==> config.mk <==
export PLATFORM = sky130hd
export DESIGN_NAME = mou_post_flat
export DESIGN_NICKNAME = d
export VERILOG_FILES = /design/src/mou_pkg.sv /design/src/mou_rsp_if.sv /design/src/mou_post.sv /design/src/flat_wrapper.sv
export SDC_FILE = /design/constraint.sdc
export NUM_CORES = 2
export LEC_CHECK = 0
export BUFFER_PORTS_ARGS = -buffer_cell sky130_fd_sc_hd__clkbuf_2
export CORE_AREA = 3 3 277 279
export CTS_BUF_LIST = sky130_fd_sc_hd__clkbuf_8
export DETAILED_ROUTE_END_ITERATION = 8
export DIE_AREA = 0 0 280 282
export PLACE_DENSITY = 0.78
export SLEW_MARGIN = 10
export SYNTH_ARGS = -nofsm -noshare
export SYNTH_HDL_FRONTEND = slang
export SYNTH_SLANG_ARGS = --single-unit
==> constraint.sdc <==
create_clock -name clock -period 21 [get_ports clock]
set_input_delay 1.05 -clock clock [delete_from_list [all_inputs] [get_ports clock]]
set_output_delay 1.05 -clock clock [all_outputs]
set_load 0.03 [all_outputs]
==> src/mou_pkg.sv <==
package mou_pkg;

   // field widths
   localparam int WHEEL_W = 16;
   localparam int HEAD_W  = 16;
   localparam int COEF_W  = 16;
   localparam int VEL_W   = 17;
   localparam int RATE_W  = 24;

   // rotation and divider chain
   localparam int ANGLE_STEPS = 16;                 // 8 .. 24
   localparam int QUOT_BITS   = 24;
   localparam int NUM_CELLS   = QUOT_BITS;
   localparam int CELL_IDX_W  = $clog2(NUM_CELLS);

   localparam int SUM_W  = 18;
   localparam int XY_W   = 32;
   localparam int Z_W    = 33;
   localparam int NUM_W  = 29;                      // 2 * |w| * 1024 + coef
   localparam int DEN_W  = COEF_W + 1;              // 2 * coef
   localparam int DSH_W  = DEN_W + QUOT_BITS;

   // gain correction 1/K in units of 2^-30
   localparam int KC_W = 31;
   localparam logic signed [KC_W-1:0] KC = 31'sd652032875;
   localparam int PROD_W      = XY_W + KC_W;
   localparam int ROUND_SHIFT = 44;
   localparam int VR_W        = PROD_W - ROUND_SHIFT;

   typedef struct packed {
      logic signed [XY_W-1:0] x;
      logic signed [XY_W-1:0] y;
      logic signed [Z_W-1:0]  z;
      logic [NUM_W-1:0]       rem;
      logic [QUOT_BITS-1:0]   quot;
      logic [DEN_W-1:0]       den;
      logic                   neg;
      logic                   kzero;
      logic                   ovf;
   } cell_data_type;

   // atan(2^-i) in 2^32-per-turn units
   function automatic logic signed [Z_W-1:0] atan_units(input logic [CELL_IDX_W-1:0] idx);
      logic signed [Z_W-1:0] val;
      case (idx)
         5'd0:    val = 33'sd536870912;
         5'd1:    val = 33'sd316933406;
         5'd2:    val = 33'sd167458907;
         5'd3:    val = 33'sd85004756;
         5'd4:    val = 33'sd42667331;
         5'd5:    val = 33'sd21354465;
         5'd6:    val = 33'sd10679838;
         5'd7:    val = 33'sd5340245;
         5'd8:    val = 33'sd2670163;
         5'd9:    val = 33'sd1335087;
         5'd10:   val = 33'sd667544;
         5'd11:   val = 33'sd333772;
         5'd12:   val = 33'sd166886;
         5'd13:   val = 33'sd83443;
         5'd14:   val = 33'sd41722;
         5'd15:   val = 33'sd20861;
         5'd16:   val = 33'sd10430;
         5'd17:   val = 33'sd5215;
         5'd18:   val = 33'sd2608;
         5'd19:   val = 33'sd1304;
         5'd20:   val = 33'sd652;
         5'd21:   val = 33'sd326;
         5'd22:   val = 33'sd163;
         5'd23:   val = 33'sd81;
         default: val = '0;
      endcase
      return val;
   endfunction

endpackage

==> src/mou_rsp_if.sv <==
interface mou_rsp_if;
   logic                              valid;
   logic                              ready;
   logic signed [mou_pkg::VEL_W-1:0]  world_vx;
   logic signed [mou_pkg::VEL_W-1:0]  world_vy;
   logic signed [mou_pkg::RATE_W-1:0] yaw_rate;
   logic                              rate_saturated;

   modport source (output valid, output world_vx, output world_vy, output yaw_rate,
                   output rate_saturated, input ready);
   modport sink   (input valid, input world_vx, input world_vy, input yaw_rate,
                   input rate_saturated, output ready);
endinterface

==> src/mou_post.sv <==
module mou_post (
   input  logic                    clock,
   input  logic                    reset,
   input  logic                    valid_prev,
   input  mou_pkg::cell_data_type  data_prev,
   output logic                    advance,
   mou_rsp_if.source               rsp
);

   localparam logic [mou_pkg::QUOT_BITS-1:0] RATE_MAX = {1'b0, {(mou_pkg::QUOT_BITS-1){1'b1}}};
   localparam logic [mou_pkg::QUOT_BITS-1:0] RATE_MIN = {1'b1, {(mou_pkg::QUOT_BITS-1){1'b0}}};
   localparam logic [mou_pkg::PROD_W-1:0] ROUND_HALF =
      mou_pkg::PROD_W'(1) << (mou_pkg::ROUND_SHIFT - 1);

   // product stage
   logic                              mvalid_ff;
   logic signed [mou_pkg::PROD_W-1:0] px_ff, py_ff, px_in, py_in;
   logic [mou_pkg::QUOT_BITS-1:0]     quot_ff;
   logic                              neg_ff, kzero_ff, ovf_ff;

   // output register
   logic                              ovalid_ff;
   logic signed [mou_pkg::VEL_W-1:0]  vx_ff, vy_ff, vx_in, vy_in;
   logic signed [mou_pkg::RATE_W-1:0] rate_ff, rate_in;
   logic                              clip_ff, clip_in;

   logic [mou_pkg::PROD_W-1:0]        tx, ty;
   logic signed [mou_pkg::VR_W-1:0]   rx, ry;

   function automatic logic signed [mou_pkg::VEL_W-1:0] sat_vel(
      input logic signed [mou_pkg::VR_W:0] val);
      logic signed [mou_pkg::VEL_W-1:0] res;
      if (val[mou_pkg::VR_W:mou_pkg::VEL_W-1] == '0 ||
          val[mou_pkg::VR_W:mou_pkg::VEL_W-1] == '1) begin
         res = val[mou_pkg::VEL_W-1:0];
      end else if (val[mou_pkg::VR_W]) begin
         res = {1'b1, {(mou_pkg::VEL_W-1){1'b0}}};
      end else begin
         res = {1'b0, {(mou_pkg::VEL_W-1){1'b1}}};
      end
      return res;
   endfunction

   assign advance = !ovalid_ff || rsp.ready;

   assign px_in = data_prev.x * mou_pkg::KC;
   assign py_in = data_prev.y * mou_pkg::KC;

   always_ff @(posedge clock) begin
      if (reset) begin
         mvalid_ff <= 1'b0;
         ovalid_ff <= 1'b0;
      end else if (advance) begin
         mvalid_ff <= valid_prev;
         ovalid_ff <= mvalid_ff;
      end
   end

   always_ff @(posedge clock) begin
      if (advance) begin
         px_ff    <= px_in;
         py_ff    <= py_in;
         quot_ff  <= data_prev.quot;
         neg_ff   <= data_prev.neg;
         kzero_ff <= data_prev.kzero;
         ovf_ff   <= data_prev.ovf;
         vx_ff    <= vx_in;
         vy_ff    <= vy_in;
         rate_ff  <= rate_in;
         clip_ff  <= clip_in;
      end
   end

   always_comb begin
      // round to nearest, ties up, then drop gain and scale
      tx = px_ff + ROUND_HALF;
      ty = py_ff + ROUND_HALF;
      rx = $signed(tx[mou_pkg::PROD_W-1:mou_pkg::ROUND_SHIFT]);
      ry = $signed(ty[mou_pkg::PROD_W-1:mou_pkg::ROUND_SHIFT]);
      vx_in = sat_vel((mou_pkg::VR_W+1)'(rx));
      vy_in = sat_vel(-(mou_pkg::VR_W+1)'(ry));

      rate_in = '0;
      clip_in = 1'b0;
      if (kzero_ff) begin
         rate_in = '0;
         clip_in = 1'b0;
      end else if (ovf_ff) begin
         rate_in = neg_ff ? RATE_MIN : RATE_MAX;
         clip_in = 1'b1;
      end else if (!neg_ff) begin
         if (quot_ff > RATE_MAX) begin
            rate_in = RATE_MAX;
            clip_in = 1'b1;
         end else begin
            rate_in = quot_ff;
         end
      end else begin
         if (quot_ff > RATE_MIN) begin
            rate_in = RATE_MIN;
            clip_in = 1'b1;
         end else begin
            rate_in = ~quot_ff + mou_pkg::QUOT_BITS'(1);
         end
      end
   end

   assign rsp.valid          = ovalid_ff;
   assign rsp.world_vx       = vx_ff;
   assign rsp.world_vy       = vy_ff;
   assign rsp.yaw_rate       = rate_ff;
   assign rsp.rate_saturated = clip_ff;

endmodule
==> src/flat_wrapper.sv <==
// flat-port wrapper written by rule: the top's interface ports become plain ports
module mou_post_flat 
  (clock, reset, valid_prev, data_prev, advance, rsp_valid, rsp_world_vx, rsp_world_vy, rsp_yaw_rate, rsp_rate_saturated, rsp_ready);
  mou_rsp_if rsp_i ();
  input  logic clock;
  input  logic reset;
  input  logic valid_prev;
  input  mou_pkg::cell_data_type data_prev;
  output logic advance;
  output wire logic [$bits(rsp_i.valid)-1:0] rsp_valid;
  output wire logic [$bits(rsp_i.world_vx)-1:0] rsp_world_vx;
  output wire logic [$bits(rsp_i.world_vy)-1:0] rsp_world_vy;
  output wire logic [$bits(rsp_i.yaw_rate)-1:0] rsp_yaw_rate;
  output wire logic [$bits(rsp_i.rate_saturated)-1:0] rsp_rate_saturated;
  input wire logic [$bits(rsp_i.ready)-1:0] rsp_ready;
  assign rsp_valid = rsp_i.valid;
  assign rsp_world_vx = rsp_i.world_vx;
  assign rsp_world_vy = rsp_i.world_vy;
  assign rsp_yaw_rate = rsp_i.yaw_rate;
  assign rsp_rate_saturated = rsp_i.rate_saturated;
  assign rsp_i.ready = rsp_ready;
  mou_post u_core (.clock(clock), .reset(reset), .valid_prev(valid_prev), .data_prev(data_prev), .advance(advance), .rsp(rsp_i));
endmodule
==> run summary <==
met1 Usage GRT = 0.4227
Worst EP required = 21.27 ns
delay-heaviest family, CP = adder cells
Worst Path Buf+Inv = 5
Yosys top cell area share = 0.4042
Slew HR = 0.1484
Core Area = 0.07445 mm²
GP Congestion = 1.010
die area = 0.07896 mm²
crit-path most repeated cell = fa_1
Final Net Count = 6274
chip height = 282 µm
top-count cell post-synth = inv_1
post-route ant nets = 0
Hold Vio Cnt, Final = 0
clk sink count = 128
sequential-to-total area share from yosys stat = 0.08598
WS Path Type = input pin to flip-flop
first-pass iteration count of the detailed router = 6
Total GRT Usage = 0.3144
Worst Path Arrival = 9.04 ns
unrepaired setup endpoints after global routing = false
Core Rows = 100
crit path launch type = input pin
Clock Skew = 0.02156 ns
synth unique cells = 80
Storage cell area = 0.003824 mm²
most instantiated cells after synthesis = 1175 x inv_1, 898 x fa_1, 745 x ha_1
port buffer count = 155
number of max-cap violations = 0
top cells by area, synth = fa_1 40%, ha_1 21%, inv_1 9.9%
fraction of registers with async set/reset = 0
critical path depth = 22
FF+latch count, synth = 128
layout cells sized above 1 = 0.05347
postcts setup bufs = 0
vias in the first global route = 32970
insertion delay to the later sink of the worst-skew pair = 0.54 ns
drt drc = 0
CTS max path bufs = 2
Initial Util = 0.5974
Main synth FF type = edfxtp_1
drt wl/cell = 22.04 µm
via count = 31350
hold_buf cts = 0
cells on worst reg2reg path = 10
Worst-path clk slew = 0.09 ns
mean post-synth cell area = 10.27 µm²
final WL = 119.9 mm
Worst path slowest cell = a2111oi_0
setup TNS = 0 ns
M3 GR Usage = 0.05581
period utilization = 0.4177
syn_nets = 6146
DP HPWL = 105.8 mm
M2 GR Usage = 0.5125
total CTS buffers = 17
EDFF count, synth = 126
CTS tree = yes
H-tree depth = 4
first-pass GRT wire length = 186.1 mm
Ports = 235
footprint of the multi-input gates = 0.03601 mm²
CP Capture Type = flip-flop
vias per inst = 5.760
CP cell instances = clkbuf_2, buf_4, ha_1, inv_1, ha_1, fa_1, inv_1, fa_1, inv_1, fa_1, fa_1, fa_1, fa_1, ha_1, nand3_1, nor2_1, nand2_1, or4_1, nor2_1, a2111oi_0, o41ai_1, xor2_1
Synth area leader = fa_1
CP max FO = 50
initial DRC count = 2702
setup violators final = 0
Tightest Hold Check Type = flip-flop to flip-flop
Worst-Margin Slew = 1.245 ns
# resized after CTS = 0
clock tree root buffer cell = clkbuf_8
die width = 280 µm
Pins Over Slew Limit = 0
hold depth = 2
status = completed
Mapped Area = 0.04447 mm²
Worst path max stage delay = 1.04 ns
Filler cells = 6056
Max Clock Freq = 114.0 MHz
overflow left after global routing = 0
Most Used Layer, Global Route = met2
synth warn = 0
Period minus WS final = 8.772 ns
Area Overhead vs Synth = 4.946%
Synth Instances = 4329
antenna violations before repair = 5
largest net degree at the start of global routing = 55
-- final timing paths --
| path | from | end | slack, ns |
|---|---|---|---|
| setup / recovery | data_prev[137] | u_core.py_ff[45] | 12.23 |
| hold / removal | u_core.mvalid_ff | u_core.rsp.valid | 0.46 |
| setup reg to reg | u_core.py_ff[43] | u_core.rsp.world_vy[1] | 17.23 |
| hold reg to reg | u_core.mvalid_ff | u_core.rsp.valid | 0.46 |
-- cell families after synthesis --
group	Yosys count	synth area share
simple gates	460	0.05247
fa+ha+maj	1643	0.6138
mux	11	0.002476
compound gates	572	0.08418
buf+inv	1228	0.1045
flops	128	0.08598
xor+xnor	287	0.05652
-- routing by layer --
metal,vias to the layer above,part of all wire
li1,13950,-
met1,15780,0.40
met2,1349,0.47
met3,273,0.084
met4,2,0.043
met5,-,0.00011
-- through the flow --
step           hold slack [ns]  setup slack [ns]  cell area (µm²)  utilization  cells
2_1_floorplan           0.4188             12.64            44470            -   4329
6_report                0.4584             12.23            46670       0.6269   5442
3_3_place_gp            0.4322             11.90            46280       0.6217   5407
5_1_grt                 0.4747             11.86            46670       0.6269   5442
4_1_cts                 0.4630             12.34            46660       0.6268   5439
3_5_place_dp            0.4455             11.73            46280       0.6217   5407
-- cell usage in the layout, fill, tap and decap left out, drive strengths merged, types with 112 or more instances in the layout --
| cell | n |
|---|---|
| nor2 | 112 |
| nand2 | 115 |
| edfxtp | 126 |
| ha | 745 |
| xor2 | 160 |
| a21oi | 191 |
| fa | 898 |
| clkbuf | 172 |
| xnor2 | 127 |
| inv | 1184 |
-- worst reg2reg max path: cells and delay by family (launching register included) --
family          cells  cell delay (ns)
mux                 1             0.16
simple gates        4             1.47
flops               1             0.48
fa+ha+maj           1             0.33
compound gates      3             0.83
xor+xnor            1             0.21
-- sequential cells by signal, indices dropped and copies added, names as in the netlist, 17 cells and up --
signal and flops:
u_core.rsp.world_vx 17, u_core.quot_ff 24, u_core.py_ff 20, u_core.px_ff 20, u_core.rsp.yaw_rate 24, u_core.rsp.world_vy 17
-- final cells by class --
| type | count | area share |
|---|---|---|
| antenna | 3 | 0.0001608 |
| clock buffer | 17 | 0.005013 |
| clock inverter | 15 | 0.003190 |
| inverter | 1175 | 0.09450 |
| multi-input combinational | 2973 | 0.7715 |
| sequential | 128 | 0.08193 |
| tap | 969 | 0.02598 |
| timing repair buffer | 162 | 0.01775 |
Power is left out: the tool's default activity adds up to more than one toggle a clock period on the data nets, which glitch-free logic cannot reach.
