==> src/mou_pkg.sv <==
package mou_pkg;

   // field widths
   localparam int WHEEL_W = 16;
   localparam int HEAD_W  = 16;
   localparam int COEF_W  = 16;
   localparam int VEL_W   = 17;
   localparam int RATE_W  = 24;

   // rotation and divider chain
   localparam int ANGLE_STEPS = 16;                 // 8 .. 24
   localparam int QUOT_BITS   = 24;
   localparam int NUM_CELLS   = QUOT_BITS;
   localparam int CELL_IDX_W  = $clog2(NUM_CELLS);

   localparam int SUM_W  = 18;
   localparam int XY_W   = 32;
   localparam int Z_W    = 33;
   localparam int NUM_W  = 29;                      // 2 * |w| * 1024 + coef
   localparam int DEN_W  = COEF_W + 1;              // 2 * coef
   localparam int DSH_W  = DEN_W + QUOT_BITS;

   // gain correction 1/K in units of 2^-30
   localparam int KC_W = 31;
   localparam logic signed [KC_W-1:0] KC = 31'sd652032875;
   localparam int PROD_W      = XY_W + KC_W;
   localparam int ROUND_SHIFT = 44;
   localparam int VR_W        = PROD_W - ROUND_SHIFT;

   typedef struct packed {
      logic signed [XY_W-1:0] x;
      logic signed [XY_W-1:0] y;
      logic signed [Z_W-1:0]  z;
      logic [NUM_W-1:0]       rem;
      logic [QUOT_BITS-1:0]   quot;
      logic [DEN_W-1:0]       den;
      logic                   neg;
      logic                   kzero;
      logic                   ovf;
   } cell_data_type;

   // atan(2^-i) in 2^32-per-turn units
   function automatic logic signed [Z_W-1:0] atan_units(input logic [CELL_IDX_W-1:0] idx);
      logic signed [Z_W-1:0] val;
      case (idx)
         5'd0:    val = 33'sd536870912;
         5'd1:    val = 33'sd316933406;
         5'd2:    val = 33'sd167458907;
         5'd3:    val = 33'sd85004756;
         5'd4:    val = 33'sd42667331;
         5'd5:    val = 33'sd21354465;
         5'd6:    val = 33'sd10679838;
         5'd7:    val = 33'sd5340245;
         5'd8:    val = 33'sd2670163;
         5'd9:    val = 33'sd1335087;
         5'd10:   val = 33'sd667544;
         5'd11:   val = 33'sd333772;
         5'd12:   val = 33'sd166886;
         5'd13:   val = 33'sd83443;
         5'd14:   val = 33'sd41722;
         5'd15:   val = 33'sd20861;
         5'd16:   val = 33'sd10430;
         5'd17:   val = 33'sd5215;
         5'd18:   val = 33'sd2608;
         5'd19:   val = 33'sd1304;
         5'd20:   val = 33'sd652;
         5'd21:   val = 33'sd326;
         5'd22:   val = 33'sd163;
         5'd23:   val = 33'sd81;
         default: val = '0;
      endcase
      return val;
   endfunction

endpackage

==> src/mou_req_if.sv <==
interface mou_req_if;
   logic                               valid;
   logic                               ready;
   logic signed [mou_pkg::WHEEL_W-1:0] wheel_fl;
   logic signed [mou_pkg::WHEEL_W-1:0] wheel_fr;
   logic signed [mou_pkg::WHEEL_W-1:0] wheel_bl;
   logic signed [mou_pkg::WHEEL_W-1:0] wheel_br;
   logic [mou_pkg::HEAD_W-1:0]         heading;

   modport source (output valid, output wheel_fl, output wheel_fr, output wheel_bl,
                   output wheel_br, output heading, input ready);
   modport sink   (input valid, input wheel_fl, input wheel_fr, input wheel_bl,
                   input wheel_br, input heading, output ready);
endinterface

==> src/mou_prep.sv <==
module mou_prep (
   input  logic                        clock,
   input  logic                        reset,
   input  logic                        advance,
   input  logic                        csr_write_en,
   input  logic [mou_pkg::COEF_W-1:0]  csr_write_data,
   mou_req_if.sink                     req,
   output logic                        valid_out,
   output mou_pkg::cell_data_type      data_out
);

   logic [mou_pkg::COEF_W-1:0] geom_coef_ff;
   logic                       valid_ff;
   mou_pkg::cell_data_type     data_ff;
   mou_pkg::cell_data_type     data_in;

   logic signed [mou_pkg::SUM_W-1:0] fl, fr, bl, br;
   logic signed [mou_pkg::SUM_W-1:0] sum_x, sum_y, sum_w;
   logic signed [mou_pkg::SUM_W+11:0] sx_scaled, sy_scaled;
   logic [mou_pkg::SUM_W-1:0] abs_w;
   logic                      flip;
   logic [31:0]               z_units;

   assign req.ready = advance;

   always_ff @(posedge clock) begin
      if (reset) begin
         geom_coef_ff <= '0;
      end else if (csr_write_en) begin
         geom_coef_ff <= csr_write_data;
      end
   end

   always_comb begin
      fl = mou_pkg::SUM_W'(req.wheel_fl);
      fr = mou_pkg::SUM_W'(req.wheel_fr);
      bl = mou_pkg::SUM_W'(req.wheel_bl);
      br = mou_pkg::SUM_W'(req.wheel_br);
      sum_x = fl + fr + bl + br;
      sum_y = fr + bl - fl - br;
      sum_w = fr + br - fl - bl;
      sx_scaled = {sum_x, 12'd0};
      sy_scaled = {sum_y, 12'd0};
      abs_w = sum_w[mou_pkg::SUM_W-1] ? mou_pkg::SUM_W'(-sum_w) : sum_w;

      // headings in the second and third quadrant: turn by half a turn first
      flip = req.heading[mou_pkg::HEAD_W-1] ^ req.heading[mou_pkg::HEAD_W-2];
      z_units = {req.heading ^ {flip, 15'd0}, 16'd0};

      data_in.x     = flip ? -mou_pkg::XY_W'(sx_scaled) : mou_pkg::XY_W'(sx_scaled);
      data_in.y     = flip ? -mou_pkg::XY_W'(sy_scaled) : mou_pkg::XY_W'(sy_scaled);
      data_in.z     = mou_pkg::Z_W'($signed(z_units));
      data_in.rem   = {abs_w, 11'd0} + mou_pkg::NUM_W'(geom_coef_ff);
      data_in.quot  = '0;
      data_in.den   = {geom_coef_ff, 1'b0};
      data_in.neg   = sum_w[mou_pkg::SUM_W-1];
      data_in.kzero = (geom_coef_ff == '0);
      data_in.ovf   = ({data_in.den, {mou_pkg::QUOT_BITS{1'b0}}}
                       <= mou_pkg::DSH_W'(data_in.rem));
   end

   always_ff @(posedge clock) begin
      if (reset) begin
         valid_ff <= 1'b0;
      end else if (advance) begin
         valid_ff <= req.valid;
      end
   end

   always_ff @(posedge clock) begin
      if (advance) begin
         data_ff <= data_in;
      end
   end

   assign valid_out = valid_ff;
   assign data_out  = data_ff;

endmodule

==> src/flat_wrapper.sv <==
// flat-port wrapper written by rule: the top's interface ports become plain ports
module mou_prep_flat 
  (clock, reset, advance, csr_write_en, csr_write_data, valid_out, data_out, req_valid, req_wheel_fl, req_wheel_fr, req_wheel_bl, req_wheel_br, req_heading, req_ready);
  mou_req_if req_i ();
  input  logic clock;
  input  logic reset;
  input  logic advance;
  input  logic csr_write_en;
  input  logic [mou_pkg::COEF_W-1:0] csr_write_data;
  output logic valid_out;
  output mou_pkg::cell_data_type data_out;
  input wire logic [$bits(req_i.valid)-1:0] req_valid;
  input wire logic [$bits(req_i.wheel_fl)-1:0] req_wheel_fl;
  input wire logic [$bits(req_i.wheel_fr)-1:0] req_wheel_fr;
  input wire logic [$bits(req_i.wheel_bl)-1:0] req_wheel_bl;
  input wire logic [$bits(req_i.wheel_br)-1:0] req_wheel_br;
  input wire logic [$bits(req_i.heading)-1:0] req_heading;
  output wire logic [$bits(req_i.ready)-1:0] req_ready;
  assign req_i.valid = req_valid;
  assign req_i.wheel_fl = req_wheel_fl;
  assign req_i.wheel_fr = req_wheel_fr;
  assign req_i.wheel_bl = req_wheel_bl;
  assign req_i.wheel_br = req_wheel_br;
  assign req_i.heading = req_heading;
  assign req_ready = req_i.ready;
  mou_prep u_core (.clock(clock), .reset(reset), .advance(advance), .csr_write_en(csr_write_en), .csr_write_data(csr_write_data), .req(req_i), .valid_out(valid_out), .data_out(data_out));
endmodule
==> config.mk <==
export PLATFORM = sky130hd
export DESIGN_NAME = mou_prep_flat
export DESIGN_NICKNAME = d
export VERILOG_FILES = /design/src/mou_pkg.sv /design/src/mou_req_if.sv /design/src/mou_prep.sv /design/src/flat_wrapper.sv
export SDC_FILE = /design/constraint.sdc
export NUM_CORES = 1
export LEC_CHECK = 0
export ABC_AREA = 0
export ABC_CLOCK_PERIOD_IN_PS = 14400
export BUFFER_PORTS_ARGS = -buffer_cell sky130_fd_sc_hd__clkbuf_2
export CELL_PAD_IN_SITES_DETAIL_PLACEMENT = 2
export CELL_PAD_IN_SITES_GLOBAL_PLACEMENT = 2
export CORE_ASPECT_RATIO = 0.6
export CORE_UTILIZATION = 37
export DETAILED_ROUTE_END_ITERATION = 8
export HOLD_SLACK_MARGIN = 0.12
export PLACE_DENSITY = 0.87
export SLEW_MARGIN = 20
export SYNTH_ARGS = -nofsm -noshare
export SYNTH_HDL_FRONTEND = slang
export SYNTH_SLANG_ARGS = --single-unit
==> constraint.sdc <==
create_clock -name clock -period 14.4 [get_ports clock]
set_input_delay 2.88 -clock clock [delete_from_list [all_inputs] [get_ports clock]]
set_output_delay 2.88 -clock clock [all_outputs]
set_load 0.02 [all_outputs]
==> out/qor.yml <==
floorplanning:
  core_sq_mm: 0.02895
  die_area_sq_mm: 0.03033
  start_util_pct: 37.86
  num_rows: 48
  die_h_microns: 135.3
  num_io_pins: 273
  die_w_microns: 224.2
pwr:
  swShare_pct: 50.35
  finalPower_uw: 2489
  pwr-share-seq_pct: 21.1
  total_leakage_power_uw: 0.005702
  p_sw_uw: 1253
  power.internal_uw: 1236
  irDropWorstVdd_v: 0.00009034
  clkPwrFrac_pct: 11.5
  comb_power_share_pct: 67.4
  p_per_area_mw_per_mm2: 200.6
setup_path:
  cp-start-kind: "input pin"
  r2r_slack_ps: 9900
  rr_worst_depth: 19
  worstPathRequired_ps: 14630
  worstSetupStartpoint: "req_wheel_br[8]"
  worstPathArrival_ps: 11130
  worstReg2RegStart: "u_core.geom_coef_ff[11]$_SDFFE_PP0P_"
  max_stage_delay_ps: 680
  cp_max_fo: 19
  endpoint: "u_core.data_out[0]$_DFFE_PP_"
  cp-end-kind: "flip-flop"
  r2r_end: "u_core.data_out[0]$_DFFE_PP_"
  path_class: "input pin to flip-flop"
  critPathSlowestCell: "and2_1"
grt:
  grt_usage_pct: 23.06
  grt_max_degree: 53
  grt_pass1_wl_mm: 53.21
  gr-total-overflow: 0
  antenna_found_initial: 0
  grt_pass1_vias: 9318
synthesis:
  syn-instance-count: 1095
  synth.top_cells.by_area: "edfxtp_1, fa_1, ha_1"
  synth-seq-cells: 110
  mappedNetlistArea_sq_mm: 0.01096
  synth-async-reset-ratio_pct: 0
  synth_edf_count: 93
  yosysUniqueCellTypes: 79
  synth_top_cell_by_area: "edfxtp_1"
  yosys_warnings: 0
  netlist.area_leader.share_pct: 25.48
  ys.flop_type: "edfxtp_1"
  yosysSeqAreaShare_pct: 28.59
  syn_avg_cell_area_sq_um: 10.01
clocking:
  cts_buffers: 9
  cts_resized: 0
  htree_num_levels: 3
  post_cts_buffers: 0
  clock-sinks: 110
  clk_path_buf_depth: 2
  clk_latency_ps: 390
  cts-hold-fix-buffers: 0
  clkTransAtPathRegs_ps: 90
  cts_tree: "yes"
  root_buffer: "clkbuf_16"
route:
  vias_per_cell: 5.139
  drtIter0Drc: 555
  ant_nets: 0
  drt_pass1_iterations: 5
  drc: 0
  drt_wl_total_mm: 34.51
  wl_per_cell_microns: 20.56
  via_count: 8628
final_layout:
  drive_above_1_share_pct: 19.31
  syn2layout_area_growth_pct: 13.21
  finish.net_count: 1539
  layout_common_cells: "clkbuf_2, inv_1, fa_1"
  antenna_cells: 0
  final_common_cell: "clkbuf_2"
  fillers: 3202
sta:
  finalCritPeriodShare_pct: 75.72
  maxSlewHeadroom_pct: 24.57
  final.min_clock_period_ps: 10900
  fin_skew_ps: 16.55
  slew_violations: 0
  finalHoldViolations: 0
  max_freq_mhz: 91.71
  max_slew.worst_pin.slew_ps: 1117
  setup_violations: 0
  final.setup.tns_ps: 0
  rsz0062_at_grt: "no"
min_path:
  hold_class: "flip-flop to flip-flop"
run:
  cap_violations: 0
place:
  io_buffers: 207
  gp_congestion: 0.8755
  dp_hpwl_mm: 28.96
status:
  status: "complete, no violations"
worst min path at each step:
stage	startpoint	end	slack, ps	cells after the start
after detailed placement	u_core.geom_coef_ff[9]$_SDFFE_PP0P_	u_core.data_out[53]$_DFFE_PP_	460	0
after global placement	u_core.geom_coef_ff[6]$_SDFFE_PP0P_	u_core.data_out[50]$_DFFE_PP_	440	0
after floorplan	u_core.geom_coef_ff[7]$_SDFFE_PP0P_	u_core.data_out[51]$_DFFE_PP_	430	0
after global routing	u_core.geom_coef_ff[5]$_SDFFE_PP0P_	u_core.data_out[49]$_DFFE_PP_	510	0
after CTS	u_core.geom_coef_ff[6]$_SDFFE_PP0P_	u_core.data_out[50]$_DFFE_PP_	490	0
final	u_core.geom_coef_ff[6]$_SDFFE_PP0P_	u_core.data_out[50]$_DFFE_PP_	490	0
per-layer routing:
layer | vias up | GRT usage [%] | share of wire (%)
met5 | - | 0 | 0
met4 | 0 | 5.102 | 1.4
met3 | 31 | 3.622 | 4.0
met2 | 192 | 37.23 | 47
met1 | 4444 | 32.64 | 48
li1 | 3961 | - | -
kinds of logic after synthesis:
group	Yosys count	synth area share, %
other	1	0.03422
AO/OA/AOI/OAI	216	13.47
multiplexers	21	1.929
XOR/XNOR	104	8.312
buffers and inverters	264	11.83
adder cells (fa/ha/maj)	164	25.57
flip-flops	110	28.59
AND/OR/NAND/NOR	215	10.26
cells in the mapped netlist, types with 8 or more instances:
cell type / number
inv_1: 157
fa_1: 100
edfxtp_1: 93
xnor2_1: 83
buf_4: 78
ha_1: 64
a21oi_1: 62
nor2_1: 59
nand2_1: 36
o21ai_0: 29
clkbuf_1: 22
nor3_1: 21
xor2_1: 21
a21o_1: 20
mux2i_1: 20
dfxtp_1: 17
o21bai_1: 13
nand3_1: 12
o211ai_1: 12
nor4_1: 11
a31oi_1: 9
and2_1: 9
nand4_1: 9
o31ai_1: 9
and3_1: 8
power by group through the flow:
| stage | Sequential (uW) | Clock, uW | Combinational (uW) |
|---|---|---|---|
| 5_1_grt | 535 | 304 | 1820 |
| 2_1_floorplan | 645 | 0 | 1060 |
| 3_5_place_dp | 534 | 0 | 1650 |
| 6_report | 525 | 286 | 1680 |
| 4_1_cts | 527 | 293 | 1670 |
| 3_3_place_gp | 532 | 0 | 1580 |
area by class of cell:
class	count	area [sq um]	share of cell area [%]
clock buffer	12	279.0	2.249
clock inverter	4	55.05	0.4437
inverter	158	593.1	4.780
multi-input combinational	785	6785	54.69
sequential	110	3133	25.25
tap	400	500.5	4.034
timing repair buffer	210	1061	8.552
worst max-delay path: cells and delay by family:
| family | cells | cell delay [ps] |
|---|---|---|
| and+or+nand+nor | 9 | 2480 |
| AOI/OAI and AO/OA | 10 | 2370 |
| adders and majority gates | 5 | 2310 |
| buffers and inverters | 6 | 970 |
| xor gates and xnor gates | 1 | 130 |
sequential cells by signal, indices dropped and copies added (netlist names):
name and cells:
u_core.data_out 93, u_core.geom_coef_ff 16, u_core.valid_out 1
through the flow:
step | hold WS (ps) | util (%) | setup WS [ps] | cells | area [sq um]
floorplan | 429.8 | - | 5389 | 1159 | 11200
global placement | 442.0 | 41.68 | 4139 | 1663 | 12070
detailed placement | 458.9 | 41.68 | 3334 | 1663 | 12070
CTS | 493.1 | 42.83 | 3658 | 1679 | 12400
global route | 507.1 | 42.86 | 2872 | 1679 | 12410
finish | 488.0 | 42.86 | 3497 | 1679 | 12410
Note: power is estimated with default switching activity, not from simulation.
