--- config.mk ---
export PLATFORM = sky130hd
export DESIGN_NAME = mou_cell
export DESIGN_NICKNAME = d
export VERILOG_FILES = /design/src/mou_pkg.sv /design/src/mou_cell.sv
export SDC_FILE = /design/constraint.sdc
export NUM_CORES = 1
export LEC_CHECK = 0
export ABC_AREA = 1
export ABC_CLOCK_PERIOD_IN_PS = 10900
export BUFFER_PORTS_ARGS = -buffer_cell sky130_fd_sc_hd__buf_4
export CORE_MARGIN = 5
export CORE_UTILIZATION = 34
export CTS_BUF_LIST = sky130_fd_sc_hd__clkbuf_4 sky130_fd_sc_hd__clkbuf_8
export CTS_CLUSTER_SIZE = 10
export DETAILED_ROUTE_END_ITERATION = 10
export PLACE_DENSITY = 0.52
export SYNTH_ARGS = -nofsm -noshare
export SYNTH_HDL_FRONTEND = slang
export SYNTH_SLANG_ARGS = --single-unit
--- constraint.sdc ---
create_clock -name clock -period 10.9 [get_ports clock]
set_input_delay 2.18 -clock clock [delete_from_list [all_inputs] [get_ports clock]]
set_output_delay 2.18 -clock clock [all_outputs]
set_load 0.01 [all_outputs]
--- src/mou_pkg.sv ---
package mou_pkg;

   // field widths
   localparam int WHEEL_W = 16;
   localparam int HEAD_W  = 16;
   localparam int COEF_W  = 16;
   localparam int VEL_W   = 17;
   localparam int RATE_W  = 24;

   // rotation and divider chain
   localparam int ANGLE_STEPS = 16;                 // 8 .. 24
   localparam int QUOT_BITS   = 24;
   localparam int NUM_CELLS   = QUOT_BITS;
   localparam int CELL_IDX_W  = $clog2(NUM_CELLS);

   localparam int SUM_W  = 18;
   localparam int XY_W   = 32;
   localparam int Z_W    = 33;
   localparam int NUM_W  = 29;                      // 2 * |w| * 1024 + coef
   localparam int DEN_W  = COEF_W + 1;              // 2 * coef
   localparam int DSH_W  = DEN_W + QUOT_BITS;

   // gain correction 1/K in units of 2^-30
   localparam int KC_W = 31;
   localparam logic signed [KC_W-1:0] KC = 31'sd652032875;
   localparam int PROD_W      = XY_W + KC_W;
   localparam int ROUND_SHIFT = 44;
   localparam int VR_W        = PROD_W - ROUND_SHIFT;

   typedef struct packed {
      logic signed [XY_W-1:0] x;
      logic signed [XY_W-1:0] y;
      logic signed [Z_W-1:0]  z;
      logic [NUM_W-1:0]       rem;
      logic [QUOT_BITS-1:0]   quot;
      logic [DEN_W-1:0]       den;
      logic                   neg;
      logic                   kzero;
      logic                   ovf;
   } cell_data_type;

   // atan(2^-i) in 2^32-per-turn units
   function automatic logic signed [Z_W-1:0] atan_units(input logic [CELL_IDX_W-1:0] idx);
      logic signed [Z_W-1:0] val;
      case (idx)
         5'd0:    val = 33'sd536870912;
         5'd1:    val = 33'sd316933406;
         5'd2:    val = 33'sd167458907;
         5'd3:    val = 33'sd85004756;
         5'd4:    val = 33'sd42667331;
         5'd5:    val = 33'sd21354465;
         5'd6:    val = 33'sd10679838;
         5'd7:    val = 33'sd5340245;
         5'd8:    val = 33'sd2670163;
         5'd9:    val = 33'sd1335087;
         5'd10:   val = 33'sd667544;
         5'd11:   val = 33'sd333772;
         5'd12:   val = 33'sd166886;
         5'd13:   val = 33'sd83443;
         5'd14:   val = 33'sd41722;
         5'd15:   val = 33'sd20861;
         5'd16:   val = 33'sd10430;
         5'd17:   val = 33'sd5215;
         5'd18:   val = 33'sd2608;
         5'd19:   val = 33'sd1304;
         5'd20:   val = 33'sd652;
         5'd21:   val = 33'sd326;
         5'd22:   val = 33'sd163;
         5'd23:   val = 33'sd81;
         default: val = '0;
      endcase
      return val;
   endfunction

endpackage

--- src/mou_cell.sv ---
module mou_cell (
   input  logic                            clock,
   input  logic                            reset,
   input  logic                            advance,
   input  logic [mou_pkg::CELL_IDX_W-1:0]  step_idx,
   input  logic                            valid_prev,
   input  mou_pkg::cell_data_type          data_prev,
   output logic                            valid_out,
   output mou_pkg::cell_data_type          data_out
);

   logic                   valid_ff;
   mou_pkg::cell_data_type data_ff;
   mou_pkg::cell_data_type data_in;

   logic                            rotate_en;
   logic signed [mou_pkg::XY_W-1:0] dx, dy;
   logic signed [mou_pkg::Z_W-1:0]  angle;
   logic [mou_pkg::CELL_IDX_W-1:0]  bit_pos;
   logic [mou_pkg::DSH_W-1:0]       trial;

   always_comb begin
      data_in   = data_prev;
      rotate_en = (32'(step_idx) < mou_pkg::ANGLE_STEPS);
      dx        = data_prev.y >>> step_idx;
      dy        = data_prev.x >>> step_idx;
      angle     = mou_pkg::atan_units(step_idx);
      bit_pos   = mou_pkg::CELL_IDX_W'(mou_pkg::QUOT_BITS - 1) - step_idx;
      trial     = mou_pkg::DSH_W'(data_prev.den) << bit_pos;

      // one rotation step, driven toward zero residual angle
      if (rotate_en) begin
         if (!data_prev.z[mou_pkg::Z_W-1]) begin
            data_in.x = data_prev.x - dx;
            data_in.y = data_prev.y + dy;
            data_in.z = data_prev.z - angle;
         end else begin
            data_in.x = data_prev.x + dx;
            data_in.y = data_prev.y - dy;
            data_in.z = data_prev.z + angle;
         end
      end

      // one restoring divide step for the rate quotient
      if (mou_pkg::DSH_W'(data_prev.rem) >= trial) begin
         data_in.rem           = data_prev.rem - mou_pkg::NUM_W'(trial);
         data_in.quot[bit_pos] = 1'b1;
      end
   end

   always_ff @(posedge clock) begin
      if (reset) begin
         valid_ff <= 1'b0;
      end else if (advance) begin
         valid_ff <= valid_prev;
      end
   end

   always_ff @(posedge clock) begin
      if (advance) begin
         data_ff <= data_in;
      end
   end

   assign valid_out = valid_ff;
   assign data_out  = data_ff;

endmodule

==> results.md, run 1 <==
- The summed area of non-filler cells in the final layout is 24900 µm².
- The core region is 62700 µm².
- The buffer depth of the longest clock path is 2.
- Counting flops with a built-in enable in the synthesized netlist gives 170.
- The sequential cells in the finished layout cover a total of 5120 µm².
- The critical path data arrival time is 7.71 ns.
- The number of top-level pins is 350.
- The worst setup path category is in2reg.
- The via count of the first global-routing pass is 21200.
- The number of antenna violations at the first check in global routing is 1.
- Measured along the x axis, the die boundary spans 261 µm.
- Global routing consumed, on the met3 layer, 2.74% of the routing resources.
- The number of design rule violations left after detail routing is 0.
- The met2 track demand over resource in global routing is 40.4%.
- The required arrival time at the worst endpoint is 11.23 ns.
- The count of filler cells inserted in the layout is 6826.
- The maximum fanout count along the critical path is 81.
- The post-route clock period utilization is 67.7%.
- The effective utilization at floorplan is 34.1%.
- Power spread over the standard cell area amounts to 122 nW/µm².
- Measured against its own limit, the worst slew margin works out to 31.4%.
- The clock sink count is 171.
- The routability congestion estimate from global placement is 0.963.
- In the routed layout, each cell is associated on average with a via count of 5.13.
- The number of max-cap violations is 0.
- In the layout the commonest cells are 1075 x sky130_fd_sc_hd__nand2_1, 386 x sky130_fd_sc_hd__nand3_1, 360 x sky130_fd_sc_hd__buf_4.
- The number of buffers inserted by hold repair at cts is 0.
- From bottom edge to top edge, the die measures 261 µm.
- The post-synthesis cell count is 3367.
- The area occupied by multi-input gates is 14300 µm².
- The die area is 68100 µm².
- The number of antenna-violating nets in the routed design is 0.
- The area of the mapped netlist is 21400 µm².
- The initial DRC count is 2088.
- Based on the critical path, the design can be clocked at up to 135 MHz.
- The worst register-to-register path has a depth of 2.
- The transition time at the pin with the least slew margin is 1.03 ns.
- The number of different library cells used by synthesis comes to 63.
- The setup-violating endpoint count in the final report is 0.
- The number of failing hold endpoints at the final stage is 0.
- The H-tree depth is 4.
- The first detailed-routing pass ran for 9 iterations.
- The net total in the final layout is 3934.
- The worst setup path is captured at a flop.
- CTS placed an instance of sky130_fd_sc_hd__clkbuf_8 at the clock tree root.
- The share of synthesized registers carrying an async set or reset is 0%.
- For this run the aggregate overflow at the end of global routing stands at 0.
- The busiest layer in global routing is met2.
- For this run, the number of Yosys warnings is 0.
- The main flop type after synthesis is sky130_fd_sc_hd__edfxtp_1.
- The synthesized design contains 171 register bits.
- The fraction of layout instances using a drive strength above 1 is 15.4%.
- Global routing used 23.3% of the available tracks.
- The quantity of I/O buffers inserted on ports is 349.
- The first-pass GRT wire length is 125000 µm.
- The clock slew seen by the registers of the worst setup and hold paths is 0.11 ns.
- The mean area per synthesized cell is 6.36 µm².
- VDD sags by at most 0.0917 mV.
- The number of core rows is 92.
- The worst-skew pair later-pin latency is 0.56 ns.
- The path category of the worst min-delay check is reg2reg.
- The total of cells resized after clock tree synthesis is 0.
- The met1 track demand over resource is 31.7%.
- The number of max-slew violations in the final report came to 0.
- The standby leakage power is 12.2 nW.
- In this run the post-CTS setup repair buffer count came out at 0.
- After detailed routing, the average wire length per cell comes to 18.4 µm.
- TritonCTS created 17 clock buffers.
- The net count of the mapped netlist is 3687.
- The wire length reported by the detailed router is 82400 µm.
- The most frequent standard cell in the layout excluding fill and tap cells is sky130_fd_sc_hd__nand2_1.
- Adding up every negative setup slack in the final design gives 0 ns.
- The cell area after placement is 24500 µm².
- The post-synthesis to final-layout area growth is 16.5%.
- The flow ran to the end, and the final reports show no timing, DRC or antenna violations.
- For this block, the via count after detailed routing is 23000.
- The TritonCTS clock tree is done.
- STA classifies the critical path startpoint as an input pin.
- The setup clock skew after layout is 0 ns.
- After layout, the minimum clock period comes to 7.38 ns.
- Entering global routing, the biggest net connects 89 pins.
- Counting instances, the worst hold path has a depth of 2.
- Setup repair after global routing left no endpoint under its margin.
- Sequential cells were found to cover 23.9% of the synthesized design area.
- The HPWL after detailed placement is 66300 µm.
==> report_power, final <==
| part | switching [W] | internal (W) |
|---|---|---|
| combinational | 0.00101 | 0.000591 |
| clock | 0.000292 | 0.000281 |
| sequential | 0.0000262 | 0.000838 |
==> kinds of logic (layout without fill, tap and decap cells) <==
family | after synthesis | in the layout | synth area share [%]
AND/OR/NAND/NOR | 1906 | 1906 | 38.2
AO/OA/AOI/OAI | 553 | 553 | 15.0
buffers and inverters | 474 | 734 | 9.43
flip-flops | 171 | 171 | 23.9
adder cells (fa/ha/maj) | 141 | 141 | 8.38
XOR/XNOR | 119 | 119 | 4.87
multiplexers | 3 | 3 | 0.140
other | 0 | 2 | 0
==> layer usage <==
metal,wire (µm),up-vias,share of wire (%)
li1,-,11700,-
met1,37000,10500,45
met2,39800,681,48
met3,4400,57,5.3
met4,1220,0,1.5
met5,0,-,0
==> Yosys cell counts (13+ instances only) <==
library cell / n / area (µm²)
sky130_fd_sc_hd__edfxtp_1: 170 / 5100
sky130_fd_sc_hd__buf_4: 20 / 150
sky130_fd_sc_hd__or2_2: 63 / 394
sky130_fd_sc_hd__a21oi_1: 188 / 941
sky130_fd_sc_hd__o22ai_1: 14 / 87.6
sky130_fd_sc_hd__nand2_1: 1075 / 4040
sky130_fd_sc_hd__clkbuf_1: 46 / 173
sky130_fd_sc_hd__xor2_1: 76 / 666
sky130_fd_sc_hd__nor2_1: 265 / 995
sky130_fd_sc_hd__a31oi_1: 27 / 169
sky130_fd_sc_hd__o21a_1: 15 / 113
sky130_fd_sc_hd__nor3_1: 24 / 120
sky130_fd_sc_hd__buf_6: 14 / 158
sky130_fd_sc_hd__nand2_2: 17 / 106
sky130_fd_sc_hd__xnor2_1: 43 / 377
sky130_fd_sc_hd__buf_2: 44 / 220
sky130_fd_sc_hd__nand3_1: 386 / 1930
sky130_fd_sc_hd__o21bai_2: 24 / 270
sky130_fd_sc_hd__o21ai_1: 79 / 395
sky130_fd_sc_hd__nand4_1: 19 / 119
sky130_fd_sc_hd__inv_2: 13 / 48.8
sky130_fd_sc_hd__o21ai_0: 142 / 711
sky130_fd_sc_hd__ha_1: 137 / 1710
sky130_fd_sc_hd__inv_1: 323 / 1210
==> layout make-up <==
| type | instances | share of cell area, % |
|---|---|---|
| diodes | 2 | 0.0201 |
| inverters | 341 | 5.16 |
| clock inverters | 14 | 0.953 |
| well taps | 846 | 4.24 |
| clock buffers | 18 | 0.968 |
| flip-flops and latches | 171 | 20.5 |
| multi-input cells | 2722 | 57.2 |
| repair buffers | 361 | 10.9 |
==> worst max-delay path, cell delays in order <==
cell and delay [ns]:
sky130_fd_sc_hd__buf_4 0.62, sky130_fd_sc_hd__inv_4 0.52, sky130_fd_sc_hd__nor2_1 0.55, sky130_fd_sc_hd__nand3_1 0.16
sky130_fd_sc_hd__nand3_1 0.16, sky130_fd_sc_hd__nand2_1 0.07, sky130_fd_sc_hd__nand2_1 0.06, sky130_fd_sc_hd__inv_1 0.04
sky130_fd_sc_hd__nand2_1 0.08, sky130_fd_sc_hd__inv_2 0.05, sky130_fd_sc_hd__ha_1 0.26, sky130_fd_sc_hd__o21ai_0 0.33
sky130_fd_sc_hd__fa_1 0.27, sky130_fd_sc_hd__nand2_1 0.08, sky130_fd_sc_hd__nand2_1 0.06, sky130_fd_sc_hd__o21ai_0 0.13
sky130_fd_sc_hd__o21ai_0 0.71, sky130_fd_sc_hd__a21oi_1 0.19, sky130_fd_sc_hd__o21ai_0 0.31, sky130_fd_sc_hd__nand2_1 0.09
sky130_fd_sc_hd__nand2_1 0.13, sky130_fd_sc_hd__nand2_1 0.10, sky130_fd_sc_hd__o21ai_0 0.24, sky130_fd_sc_hd__nand2_1 0.08
sky130_fd_sc_hd__nand3_1 0.10, sky130_fd_sc_hd__nand2_1 0.06
==> flip-flops by register name, summed over array words and instances (netlist names) <==
register,cells
data_out,170
valid_out,1
==> worst paths after layout <==
| path | slack, ns | startpoint | end |
|---|---|---|---|
| worst max-delay path | 3.52 | step_idx[1] | data_out[130] |
| worst min-delay path | 0.51 | valid_out | valid_out |
| worst max register to register | 10.32 | valid_out | valid_out |
| worst min register to register | 0.51 | valid_out | valid_out |
==> metrics by stage <==
stage	std cells	hold WS, ns	power (W)	util (%)	worst slack, ns
2_1_floorplan	3367	0.528	0.00194	-	4.61
5_1_grt	4475	0.549	0.00328	39.8	2.98
3_3_place_gp	4441	0.486	0.00249	39.0	2.93
3_5_place_dp	4441	0.500	0.00247	39.0	3.03
6_report	4475	0.507	0.00304	39.8	3.52
4_1_cts	4473	0.521	0.00307	39.8	3.68
Power figures use the tool's default switching activity.
==> run 2, diff against run 1 <==
Settings changed: ABC_CLOCK_PERIOD_IN_PS 10900 to 6250, PLACE_DENSITY 0.52 to 0.54.
Clock period 10.9 ns to 6.25 ns, I/O delays scaled along.
==> results.md, run 2 (synthesis results as in run 1) <==
- The average routed wire per standard cell is 18.2 µm.
- The post-route clock period utilization is 86.1%.
- Tracing the worst setup path back leads to its startpoint at step_idx[0].
- The post-layout instance count excluding filler cells is 4523.
- Global routing finished with a remaining overflow of 0.
- The number of failing hold endpoints at the final stage is 0.
- The min-delay analysis places its worst path in the category reg2reg.
- The count of nets left with antenna violations once routing finished came out at 0.
- On the final layout, the worst hold slack is 0.516 ns.
- The slowest stage cell on the critical path is sky130_fd_sc_hd__a221oi_1.
- The first routing iteration left 1834 violations.
- Buffers added to address setup during post-CTS repair amount to 0.
- Once the floorplan was initialized, standard cells occupied 34.1% of the core.
- For this run, design rule violations remaining after detail routing come to 0.
- The critical path's most frequent cell is sky130_fd_sc_hd__nand2_1.
- The HPWL after detailed placement is 66900 µm.
- At the end of routability-driven placement, the weighted congestion stood at 0.945.
- The maximum fanout count along the critical path is 77.
- Entering global routing, the biggest net connects 138 pins.
- For the pin with the worst max-slew slack, the measured transition is 0.832 ns.
- The kind of start point of the critical path is an input pin.
- The die covers 68100 µm².
- Global routing used 23.4% of the available tracks across all layers.
- The worst setup path category is in2reg.
- Including well taps, the total number of placed cells is 4487.
- The worst-case setup margin in the final layout is 0.867 ns.
- The buffer type at the clock tree root is sky130_fd_sc_hd__clkbuf_8.
- The net total in the final layout is 3980.
- The post-synthesis to final-layout area growth is 18.4%.
- Gates resized during post-CTS repair numbered 0.
- The fmax is 186 MHz.
- The quantity of I/O buffers inserted on ports is 349.
- The number of max-cap violations is 0.
- The first global-routing pass estimated 125000 µm of wire.
- The smallest clock period supported by the final layout is computed as 5.38 ns.
- Setup violations remaining at the end of the flow were counted as 0.
- Clock-pin slew was measured on the worst setup and hold paths at 0.12 ns.
- For the worst setup path, the data arrival time is 5.73 ns.
- Of the cells placed in the final design, the portion with a size suffix greater than 1 is 16.4%.
- The clock arrives with 0 ns of skew.
- Leaving out fill and tap cells, the most frequent cell in the layout is sky130_fd_sc_hd__nand2_1.
- The via count is 23000.
- The number of core rows is 92.
- The clock sink count is 171.
- The via count of the first global-routing pass came to 21800.
- The number of antenna violations at the first check in global routing is 2.
- The die is 261 µm wide.
- In this run the most critical hold path is launched from valid_out.
- Summed over all layers, the routed wires come to 82400 µm.
- The run finished with clean final reports.
- The startpoint identified for the worst register-to-register timing path is valid_out.
- Data on the critical path is required at its endpoint by 6.59 ns.
- The worst-case headroom to the max-slew limit is 44.0%.
- The worst setup path is captured at a flop.
- 350 I/O pins were placed.
- The total power is 0.00521 W.
- Dividing the detail-routed via count by the number of cells gives 5.08.
- The die is 261 µm tall.
- OpenSTA, run right after detailed placement, puts the worst setup slack at 0.373 ns.
- After clock tree synthesis, the flow added hold-fix buffers numbering 0.
- In this run the power density over the cells is 206 nW/µm².
- The H-tree depth is 4.
- Across the VDD grid, the largest voltage drop is 0.155 mV.
- Setup repair after global routing left no endpoint under its margin.
- The core region is 62700 µm².
- In this run, CTS created clock tree buffers numbering 17.
- The buffer depth of the longest clock path is 2.
- The number of max-slew violations in the final report is 0.
- The worst-skew pair later-pin latency is 0.55 ns.
- In the final timing run, aggregate negative setup slack is 0 ns.
- In the layout the commonest cells are 1075 x sky130_fd_sc_hd__nand2_1, 396 x sky130_fd_sc_hd__buf_4, 386 x sky130_fd_sc_hd__nand3_1.
- The register with the most flip-flops in the layout has 170 of them.
- The delay of the slowest critical-path stage is 0.41 ns.
- TritonCTS built the clock tree.
- For this run, the detailed router's first-pass iteration total came to 8.
- The standby leakage power is 12.4 nW.
## run 2: cell types whose count changed in the layout (fill, tap and decap cells not counted)
cell | previous run | this run
sky130_fd_sc_hd__bufinv_16 | 5 | 2
sky130_fd_sc_hd__clkinv_4 | 4 | 5
sky130_fd_sc_hd__buf_12 | 0 | 10
sky130_fd_sc_hd__buf_6 | 1 | 0
sky130_fd_sc_hd__diode_2 | 2 | 4
sky130_fd_sc_hd__buf_4 | 360 | 396
sky130_fd_sc_hd__inv_2 | 14 | 13
sky130_fd_sc_hd__clkbuf_8 | 17 | 18
sky130_fd_sc_hd__clkinv_2 | 0 | 1
sky130_fd_sc_hd__clkinv_1 | 2 | 4
## run 2: final timing paths
path / to / slack [ns] / cells past startpoint
setup / recovery: data_out[169] / 0.87 / 29
hold / removal: valid_out / 0.52 / 2
setup reg to reg: valid_out / 5.66 / 2
hold reg to reg: valid_out / 0.52 / 2
## run 2: layout make-up
cell class | instances | area (µm²)
Antenna cell | 4 | 10.0
Clock buffer | 18 | 241
Clock inverter | 14 | 165
Fill cell | 6884 | 37400
Inverter | 341 | 1290
Multi-Input combinational cell | 2722 | 14300
Sequential cell | 171 | 5120
Tap cell | 846 | 1060
Timing Repair Buffer | 407 | 3190
## run 2: stage by stage
step	util, %	area [µm²]
6_report	40.4	25400
5_1_grt	40.4	25300
4_1_cts	40.4	25300
3_5_place_dp	39.8	24900
3_3_place_gp	39.8	24900
2_1_floorplan	-	21400
## run 2: layer usage
layer | share of wire [%] | vias up | GRT usage (%)
met5 | 0 | - | 0
met4 | 3.0 | 0 | 7.12
met3 | 6.5 | 105 | 3.82
met2 | 47 | 720 | 39.6
met1 | 44 | 10400 | 30.9
li1 | - | 11800 | -
## run 2: critical path, delay by kind of cell
| kind | cells | cell delay [ns] |
|---|---|---|
| and+or+nand+nor | 18 | 2.06 |
| xor gates and xnor gates | 1 | 0.34 |
| AOI/OAI and AO/OA | 3 | 0.77 |
| buffers and inverters | 5 | 0.68 |
| adders and majority gates | 2 | 0.55 |
## run 2: where the power goes
group	total (W)	internal, W	leakage [nW]	switching (W)
logic	0.00283	0.00107	10.6	0.00176
clock network	0.000873	0.000367	0.203	0.000506
registers	0.00151	0.00146	1.67	0.0000449
total	0.00521	0.00290	12.4	0.00231
